--- config.mk ---
export PLATFORM = sky130hd
export DESIGN_NAME = sha1_byte_stream_hasher_top
export DESIGN_NICKNAME = d
export VERILOG_FILES = /design/src/hdl/sha1h_pkg.sv /design/src/hdl/sha1h_ctrl.sv /design/src/hdl/sha1h_dp.sv /design/src/hdl/sha1_byte_stream_hasher_top.sv
export SDC_FILE = /design/constraint.sdc
export NUM_CORES = 2
export LEC_CHECK = 0
export ABC_AREA = 1
export BUFFER_PORTS_ARGS = -buffer_cell sky130_fd_sc_hd__buf_2
export CAP_MARGIN = 20
export CORE_ASPECT_RATIO = 1.75
export CORE_UTILIZATION = 37
export CTS_BUF_LIST = sky130_fd_sc_hd__clkbuf_4 sky130_fd_sc_hd__clkbuf_8
export CTS_CLUSTER_DIAMETER = 100
export DETAILED_ROUTE_END_ITERATION = 16
export GPL_TIMING_DRIVEN = 1
export MAX_ROUTING_LAYER = met4
export PLACE_DENSITY = 0.53
export SETUP_SLACK_MARGIN = 0.02
export SYNTH_ARGS = -nofsm -noshare
export SYNTH_HDL_FRONTEND = slang
export SYNTH_SLANG_ARGS = --single-unit
--- constraint.sdc ---
create_clock -name clk -period 4.9 [get_ports clk]
set_input_delay 0.49 -clock clk [delete_from_list [all_inputs] [get_ports clk]]
set_output_delay 0.49 -clock clk [all_outputs]
set_load 0.01 [all_outputs]
--- src/hdl/sha1h_pkg.sv ---
// Shared types and constants for the SHA-1 byte stream hasher.
package sha1h_pkg;

    localparam int unsigned WORD_W     = 32;
    localparam int unsigned NUM_CHAIN  = 5;
    localparam int unsigned SCHED_LEN  = 16;
    localparam int unsigned TOTAL_W    = 61;

    localparam logic [WORD_W-1:0] H0_INIT = 32'h67452301;
    localparam logic [WORD_W-1:0] H1_INIT = 32'hefcdab89;
    localparam logic [WORD_W-1:0] H2_INIT = 32'h98badcfe;
    localparam logic [WORD_W-1:0] H3_INIT = 32'h10325476;
    localparam logic [WORD_W-1:0] H4_INIT = 32'hc3d2e1f0;

    localparam logic [WORD_W-1:0] K_00_19 = 32'h5a827999;
    localparam logic [WORD_W-1:0] K_20_39 = 32'h6ed9eba1;
    localparam logic [WORD_W-1:0] K_40_59 = 32'h8f1bbcdc;
    localparam logic [WORD_W-1:0] K_60_79 = 32'hca62c1d6;

    localparam logic [7:0] PAD_MARKER = 8'h80;
    localparam logic [5:0] FILL_LAST  = 6'd63;
    localparam logic [5:0] LEN_START  = 6'd56;
    localparam logic [6:0] ROUND_LAST = 7'd79;
    localparam logic [2:0] WORD_LAST  = 3'd4;

    localparam logic [TOTAL_W-1:0] TOTAL_MAX = {TOTAL_W{1'b1}};

    typedef enum logic [1:0] {
        ACT_APPEND     = 2'd0,
        ACT_APPEND_FIN = 2'd1,
        ACT_FINISH     = 2'd2,
        ACT_NONE       = 2'd3
    } action_t;

    typedef enum logic [1:0] {
        SRC_DATA = 2'd0,
        SRC_MARK = 2'd1,
        SRC_ZERO = 2'd2,
        SRC_LEN  = 2'd3
    } byte_src_t;

    typedef struct packed {
        logic      wr_byte;
        byte_src_t byte_src;
        logic      load_work;
        logic      round;
        logic      chain_add;
        logic      word_next;
        logic      clear;
    } dp_cmd_t;

    typedef struct packed {
        logic [5:0] fill;
        logic       last_round;
        logic       word_last;
    } dp_status_t;

endpackage

--- src/hdl/sha1h_ctrl.sv ---
// Sequencing state machine: byte intake, padding, compression and digest output.
module sha1h_ctrl
    import sha1h_pkg::*;
(
    input  logic       clk,
    input  logic       rst_n,
    input  logic       in_valid,
    output logic       in_ready,
    input  logic [1:0] action,
    output logic       out_valid,
    input  logic       out_ready,
    input  dp_status_t status,
    output dp_cmd_t    cmd
);

    typedef enum logic [5:0] {
        S_IDLE  = 6'b000001,
        S_PAD   = 6'b000010,
        S_LOAD  = 6'b000100,
        S_ROUND = 6'b001000,
        S_ADD   = 6'b010000,
        S_OUT   = 6'b100000
    } state_t;

    state_t state_reg, state_next;
    logic   fin_reg, fin_next;
    logic   marker_reg, marker_next;
    logic   len_ok_reg, len_ok_next;

    always_ff @(posedge clk or negedge rst_n)
    begin
        if (!rst_n)
        begin
            state_reg  <= S_IDLE;
            fin_reg    <= 1'b0;
            marker_reg <= 1'b0;
            len_ok_reg <= 1'b0;
        end
        else
        begin
            state_reg  <= state_next;
            fin_reg    <= fin_next;
            marker_reg <= marker_next;
            len_ok_reg <= len_ok_next;
        end
    end

    always_comb
    begin
        state_next  = state_reg;
        fin_next    = fin_reg;
        marker_next = marker_reg;
        len_ok_next = len_ok_reg;
        in_ready    = 1'b0;
        out_valid   = 1'b0;
        cmd         = '0;
        cmd.byte_src = SRC_ZERO;

        case (state_reg)
            S_IDLE:
            begin
                in_ready = 1'b1;
                if (in_valid)
                begin
                    case (action_t'(action))
                        ACT_APPEND, ACT_APPEND_FIN:
                        begin
                            cmd.wr_byte  = 1'b1;
                            cmd.byte_src = SRC_DATA;
                            fin_next     = (action_t'(action) == ACT_APPEND_FIN);
                            marker_next  = 1'b0;
                            len_ok_next  = 1'b0;
                            if (status.fill == FILL_LAST)
                                state_next = S_LOAD;
                            else if (action_t'(action) == ACT_APPEND_FIN)
                                state_next = S_PAD;
                        end
                        ACT_FINISH:
                        begin
                            fin_next    = 1'b1;
                            marker_next = 1'b0;
                            len_ok_next = 1'b0;
                            state_next  = S_PAD;
                        end
                        default:
                        begin
                            state_next = S_IDLE;
                        end
                    endcase
                end
            end
            S_PAD:
            begin
                cmd.wr_byte = 1'b1;
                if (!marker_reg)
                begin
                    cmd.byte_src = SRC_MARK;
                    marker_next  = 1'b1;
                    if (status.fill < LEN_START)
                        len_ok_next = 1'b1;
                end
                else if (len_ok_reg && status.fill >= LEN_START)
                    cmd.byte_src = SRC_LEN;
                else
                    cmd.byte_src = SRC_ZERO;
                if (status.fill == FILL_LAST)
                    state_next = S_LOAD;
            end
            S_LOAD:
            begin
                cmd.load_work = 1'b1;
                state_next    = S_ROUND;
            end
            S_ROUND:
            begin
                cmd.round = 1'b1;
                if (status.last_round)
                    state_next = S_ADD;
            end
            S_ADD:
            begin
                cmd.chain_add = 1'b1;
                if (!fin_reg)
                    state_next = S_IDLE;
                else if (len_ok_reg)
                    state_next = S_OUT;
                else
                begin
                    len_ok_next = 1'b1;
                    state_next  = S_PAD;
                end
            end
            S_OUT:
            begin
                out_valid = 1'b1;
                if (out_ready)
                begin
                    cmd.word_next = 1'b1;
                    if (status.word_last)
                    begin
                        cmd.clear  = 1'b1;
                        fin_next   = 1'b0;
                        state_next = S_IDLE;
                    end
                end
            end
            default:
            begin
                state_next = S_IDLE;
            end
        endcase
    end

endmodule

--- src/hdl/sha1h_dp.sv ---
// Datapath: block words, rolling schedule, round unit, chain value and counters.
module sha1h_dp
    import sha1h_pkg::*;
(
    input  logic                clk,
    input  logic                rst_n,
    input  logic [7:0]          data_byte,
    input  dp_cmd_t             cmd,
    output dp_status_t          status,
    output logic [WORD_W-1:0]   digest_word,
    output logic [2:0]          word_index,
    output logic                last_word
);

    logic [WORD_W-1:0]  w_reg [SCHED_LEN];
    logic [WORD_W-1:0]  chain_reg [NUM_CHAIN];
    logic [WORD_W-1:0]  a_reg, b_reg, c_reg, d_reg, e_reg;
    logic [6:0]         t_reg;
    logic [5:0]         fill_reg;
    logic [TOTAL_W-1:0] total_reg;
    logic [2:0]         widx_reg;

    logic [63:0]        len_bits;
    logic [7:0]         len_byte;
    logic [7:0]         byte_val;
    logic [4:0]         lane_off;
    logic [WORD_W-1:0]  sched_mix;
    logic [WORD_W-1:0]  w_new;
    logic [WORD_W-1:0]  f_val;
    logic [WORD_W-1:0]  k_val;
    logic [WORD_W-1:0]  tmp_val;

    assign len_bits = {total_reg, 3'b000};
    assign len_byte = len_bits[{~fill_reg[2:0], 3'b000} +: 8];
    assign lane_off = {~fill_reg[1:0], 3'b000};

    always_comb
    begin
        case (cmd.byte_src)
            SRC_DATA: byte_val = data_byte;
            SRC_MARK: byte_val = PAD_MARKER;
            SRC_LEN:  byte_val = len_byte;
            default:  byte_val = 8'h00;
        endcase
    end

    assign sched_mix = w_reg[13] ^ w_reg[8] ^ w_reg[2] ^ w_reg[0];
    assign w_new     = {sched_mix[WORD_W-2:0], sched_mix[WORD_W-1]};

    always_comb
    begin
        if (t_reg < 7'd20)
        begin
            f_val = (b_reg & c_reg) | (~b_reg & d_reg);
            k_val = K_00_19;
        end
        else if (t_reg < 7'd40)
        begin
            f_val = b_reg ^ c_reg ^ d_reg;
            k_val = K_20_39;
        end
        else if (t_reg < 7'd60)
        begin
            f_val = (b_reg & c_reg) | (b_reg & d_reg) | (c_reg & d_reg);
            k_val = K_40_59;
        end
        else
        begin
            f_val = b_reg ^ c_reg ^ d_reg;
            k_val = K_60_79;
        end
    end

    assign tmp_val = {a_reg[26:0], a_reg[31:27]} + f_val + e_reg + k_val + w_reg[0];

    // block words double as the rolling schedule during the rounds
    always_ff @(posedge clk)
    begin
        if (cmd.round)
        begin
            for (int i = 0; i < SCHED_LEN - 1; i++)
                w_reg[i] <= w_reg[i+1];
            w_reg[SCHED_LEN-1] <= w_new;
        end
        else if (cmd.wr_byte)
            w_reg[fill_reg[5:2]][lane_off +: 8] <= byte_val;
    end

    always_ff @(posedge clk)
    begin
        if (cmd.load_work)
        begin
            a_reg <= chain_reg[0];
            b_reg <= chain_reg[1];
            c_reg <= chain_reg[2];
            d_reg <= chain_reg[3];
            e_reg <= chain_reg[4];
        end
        else if (cmd.round)
        begin
            a_reg <= tmp_val;
            b_reg <= a_reg;
            c_reg <= {b_reg[1:0], b_reg[31:2]};
            d_reg <= c_reg;
            e_reg <= d_reg;
        end
    end

    always_ff @(posedge clk or negedge rst_n)
    begin
        if (!rst_n)
            t_reg <= '0;
        else if (cmd.load_work)
            t_reg <= '0;
        else if (cmd.round)
            t_reg <= t_reg + 7'd1;
    end

    always_ff @(posedge clk or negedge rst_n)
    begin
        if (!rst_n)
        begin
            chain_reg[0] <= H0_INIT;
            chain_reg[1] <= H1_INIT;
            chain_reg[2] <= H2_INIT;
            chain_reg[3] <= H3_INIT;
            chain_reg[4] <= H4_INIT;
            fill_reg     <= '0;
            total_reg    <= '0;
            widx_reg     <= '0;
        end
        else if (cmd.clear)
        begin
            chain_reg[0] <= H0_INIT;
            chain_reg[1] <= H1_INIT;
            chain_reg[2] <= H2_INIT;
            chain_reg[3] <= H3_INIT;
            chain_reg[4] <= H4_INIT;
            fill_reg     <= '0;
            total_reg    <= '0;
            widx_reg     <= '0;
        end
        else
        begin
            if (cmd.chain_add)
            begin
                chain_reg[0] <= chain_reg[0] + a_reg;
                chain_reg[1] <= chain_reg[1] + b_reg;
                chain_reg[2] <= chain_reg[2] + c_reg;
                chain_reg[3] <= chain_reg[3] + d_reg;
                chain_reg[4] <= chain_reg[4] + e_reg;
            end
            if (cmd.wr_byte)
                fill_reg <= fill_reg + 6'd1;
            if (cmd.wr_byte && cmd.byte_src == SRC_DATA && total_reg != TOTAL_MAX)
                total_reg <= total_reg + {{(TOTAL_W-1){1'b0}}, 1'b1};
            if (cmd.word_next)
                widx_reg <= widx_reg + 3'd1;
        end
    end

    assign status.fill       = fill_reg;
    assign status.last_round = (t_reg == ROUND_LAST);
    assign status.word_last  = (widx_reg == WORD_LAST);

    assign digest_word = chain_reg[widx_reg];
    assign word_index  = widx_reg;
    assign last_word   = (widx_reg == WORD_LAST);

endmodule

--- src/hdl/sha1_byte_stream_hasher_top.sv ---
// Top level of the SHA-1 byte stream hasher.
// Input channel (in_valid/in_ready): one beat carries action and data_byte.
//   action 0 appends data_byte, 1 appends it and finishes, 2 finishes with
//   no byte, 3 is dropped with no effect.
// Output channel (out_valid/out_ready): five beats per finished message,
//   digest_word H0..H4 with word_index 0..4, last_word high on H4.
// Compression: the beat that completes a 64-byte block is followed by the
//   compression (load, 80 rounds, chain add) in the single shared round unit.
// A finish writes the padding one byte per cycle up to the block end, then
//   compresses it, and pads and compresses one more block when the length
//   field does not fit in the first; then the five digest beats follow.
// in_ready is low from the end of a block until the compression is done and
//   from a finish until the last digest beat is taken.
// A stalled receiver holds the current digest beat; nothing is lost and the
//   input stays blocked until H4 is taken, after which the chain value,
//   byte count and fill return to their initial values.
// Reset (rst_n low, asynchronous) loads the initial chain value, clears
//   the counters and returns the block to idle.
module sha1_byte_stream_hasher_top
    import sha1h_pkg::*;
(
    input  logic              clk,
    input  logic              rst_n,
    input  logic              in_valid,
    output logic              in_ready,
    input  logic [1:0]        action,
    input  logic [7:0]        data_byte,
    output logic              out_valid,
    input  logic              out_ready,
    output logic [WORD_W-1:0] digest_word,
    output logic [2:0]        word_index,
    output logic              last_word
);

    dp_cmd_t    cmd;
    dp_status_t status;

    sha1h_ctrl u_ctrl (
        .clk       (clk),
        .rst_n     (rst_n),
        .in_valid  (in_valid),
        .in_ready  (in_ready),
        .action    (action),
        .out_valid (out_valid),
        .out_ready (out_ready),
        .status    (status),
        .cmd       (cmd)
    );

    sha1h_dp u_dp (
        .clk         (clk),
        .rst_n       (rst_n),
        .data_byte   (data_byte),
        .cmd         (cmd),
        .status      (status),
        .digest_word (digest_word),
        .word_index  (word_index),
        .last_word   (last_word)
    );

endmodule
==> impl_metrics.csv <==
group,metric,value,unit
final_layout,fin_cells,10100,
setup_path,crit_path_start_kind,"flip-flop",
final_layout,ff_latch_area,26400,sq um
synthesis,synth_top_cell_area_share,33.6,%
place,dpl_cell_area,64700,sq um
power,vdd_ir_drop_max,0.293,mV
global_route,overflow,0,
setup_path,cp.buffers_inverters,4,
place,hpwl,220000,um
route,wl_per_cell,27.9,um
final_layout,layout-drive-gt1-share,12.8,%
timing,setup_violations,0,
clock_tree,cts_tree,"yes",
run_status,status,"complete, no violations",
floorplanning,die_w,307,um
timing,skew,0.0965,ns
setup_path,required,5.57,ns
synthesis,yosysUniqueCellTypes,56,
route,drt-total-wl,283000,um
timing,finalCriticalPeriod,4.79,ns
power,power_leakage,30.8,nW
global_route,grt_pass1_vias,55400,
timing,grt_setup_unrepaired,"true",
timing,slew-limit-headroom,9.02,%
setup_path,slowest_stage,"fa_1",
clock_tree,path_clk_slew,0.07,ns
route,drtPass1Iterations,6,
floorplanning,die_area,164000,sq um
timing,hold_viol,0,
clock_tree,clockRootBuffer,"clkbuf_8",
final_layout,final_common_cell,"nand2_1",
synthesis,async_reset_ff_share,26.8,%
synthesis,yosys.area_share.simple,24.4,%
final_layout,final_cell_mix,"2190 x nand2_1, 836 x inv_1, 770 x o21ai_0",
global_route,grt_start_max_net_pins,150,
synthesis,syn_avg_cell_area,8.01,sq um
final_layout,largest_reg_flops,512,
synthesis,synth.area.top_cells,"edfxtp_1 34%, nand2_1 14%, dfrtp_1 6.9%",
route,drt_iter0_drc,4635,
setup_path,cp-end-kind,"flip-flop",
place,gp_congestion,1.09,
setup_path,worstPathMaxFanout,4,
route,routed-via-count,55200,
setup_path,arrival,5.47,ns
timing,period_share,97.8,%
synthesis,syn_area,60100,sq um
synthesis,yosysWarnings,0,
synthesis,synth_xor_area_share,2.60,%
final_layout,multiInputGateArea,29900,sq um
clock_tree,worstSkewPairLatency,0.95,ns
synthesis,synthMuxAreaShare,0.0167,%
place,placedCellCount,9797,
final_layout,syn2layout_area_growth,15.3,%
floorplanning,io_pins,52,
floorplanning,start_util,37.2,%
timing,fmax,209,MHz
setup_path,cpPeakStageDelay,0.55,ns
setup_path,cp_cell_sequence,"fa_1 -> buf_4 -> o22ai_1 -> a21oi_2 -> fa_1 -> fa_1 -> inv_1 -> fa_1 -> buf_4 -> fa_2 -> o21bai_4 -> buf_4 -> nand2_1 -> nand3_2 -> nand3b_1 -> nand2_1 -> nand2_1 -> nand3_1 -> nand2_1",
synthesis,seq_area_frac_synth,44.0,%
synthesis,ys.flop_type,"edfxtp_1",
final_layout,fill_cells,16400,
clock_tree,cts_made_buffers,165,
global_route,grt_pass1_wl,397000,um
clock_tree,clkSinkCount,918,
synthesis,synth_nets,7873,
route,avgViaCountPerCell,5.45,
power,p_per_area,418,nW/um^2
floorplanning,die_h,535,um
global_route,antenna_found_initial,19,
clock_tree,max-clock-path-buffers,4,
synthesis,synth_top_family_by_area,"simple AND/OR/NAND/NOR gates",
synthesis,ys_ff_latch,918,
synthesis,netlist.top_cell.by_area,"edfxtp_1",
setup_path,critPathKind,"reg2reg",
floorplanning,core_area,161000,sq um
job,maxCapViolCount,0,
route,ant_nets,0,
clock_tree,htreeDepth,4,
timing,tightest_slew,1.35,ns
final_layout,fin_area,69300,sq um
route,drc,0,
setup_path,cp_top_family,"adder cells",
synthesis,synth-compound-area-share,12.4,%
place,portBuffers,51,
worst_hold_path,hold_path_class,"in2reg",
global_route,track_usage,35.3,%
timing,slew_violations,0,
final_layout,fin_nets,8190,
synthesis,syn_inst,7502,
floorplanning,row_count,195,
synthesis,synth_edf_count,672,
synthesis,synth_fa_ha_area_share,8.99,%
power breakdown:
part | total, mW | internal [mW] | switching (mW)
clock network | 8.06 | 4.40 | 3.66
registers | 9.70 | 9.13 | 0.570
logic | 11.2 | 4.00 | 7.19
layout make-up:
type / count / area share [%]
clock inverters: 78 / 1.07
clock buffers: 214 / 3.90
inverters: 879 / 4.78
multi-input cells: 5428 / 43.2
diodes: 17 / 0.0614
well taps: 2167 / 3.91
repair buffers: 427 / 4.93
flip-flops and latches: 918 / 38.2
synthesized netlist by cell type (6+ instances only):
| cell type | n |
|---|---|
| nor3_1 | 94 |
| xnor2_1 | 79 |
| nor2_4 | 25 |
| o21ai_1 | 119 |
| buf_2 | 92 |
| o21a_1 | 18 |
| dfrtp_1 | 165 |
| o221ai_1 | 9 |
| nor4_1 | 8 |
| fa_1 | 124 |
| o21bai_1 | 23 |
| a21oi_1 | 376 |
| nand2_1 | 2212 |
| or2_2 | 11 |
| inv_1 | 845 |
| o21ai_0 | 785 |
| clkbuf_1 | 151 |
| nand3_2 | 8 |
| edfxtp_1 | 672 |
| xor2_1 | 99 |
| ha_1 | 233 |
| a31oi_1 | 6 |
| a21o_1 | 7 |
| inv_2 | 31 |
| nand3_1 | 410 |
| nand2_4 | 14 |
| o211ai_1 | 12 |
| buf_6 | 13 |
| buf_1 | 15 |
| dfstp_2 | 81 |
| nand4_1 | 168 |
| nand3b_1 | 15 |
| nor2_1 | 482 |
| o22ai_1 | 55 |
timing repair:
action                                  CTS  global route
endpoints found under the setup margin   26            26
hold endpoints to repair                 55             0
hold buffers                              3             0
cloned                                    1             1
resized for setup                        42           139
pin swaps                                11            50
setup buffers                             5             8
stage by stage:
| step | setup TNS, ns | setup WS [ns] | utilization, % | power, mW | hold slack (ns) |
|---|---|---|---|---|---|
| 3_3_place_gp | -4.32 | -0.343 | 40.1 | 20.0 | 0.493 |
| 6_report | 0 | 0.109 | 42.9 | 28.9 | 0.106 |
| 4_1_cts | 0 | 0.00230 | 42.4 | 28.2 | 0.0621 |
| 3_5_place_dp | -5.65 | -0.448 | 40.1 | 20.0 | 0.505 |
| 5_1_grt | -0.0167 | -0.0101 | 42.9 | 30.2 | 0.150 |
| 2_1_floorplan | 0 | 0.111 | - | 15.2 | 0.194 |
logic make-up after synthesis:
family	count (synthesis)
compound gates	1423
xor+xnor	178
buf+inv	1156
simple gates	3469
flops	918
mux	1
fa+ha+maj	357
worst reg2reg max path, delay by kind of cell, from the launching register on:
family	cells	cell delay, ns
buf+inv	4	0.49
flops	1	0.41
fa+ha+maj	5	2.42
compound gates	3	0.54
simple gates	7	0.72
metal layers:
metal | vias to the layer above | routed length, um | GRT usage, %
met5 | - | 0 | -
met4 | 0 | 36000 | 36.6
met3 | 1052 | 14100 | 5.75
met2 | 2121 | 145000 | 62.3
met1 | 26400 | 87100 | 30.8
li1 | 25600 | - | -
worst paths after layout:
path	end	cells after the start	slack, ns	from
worst max register to register	u_dp.a_reg[29]	19	0.11	u_dp.b_reg[2]
worst min register to register	u_dp.w_reg[3][27]	2	0.51	u_dp.w_reg[4][27]
worst min-delay path	u_ctrl.state_reg[1]	4	0.11	action[0]
worst max-delay path	u_dp.a_reg[29]	19	0.11	u_dp.b_reg[2]
min in group asynchronous	u_dp.chain_reg[64]	2	0.18	rst_n
max in group asynchronous	u_dp.chain_reg[24]	3	3.56	rst_n
Power figures use the tool's default switching activity.
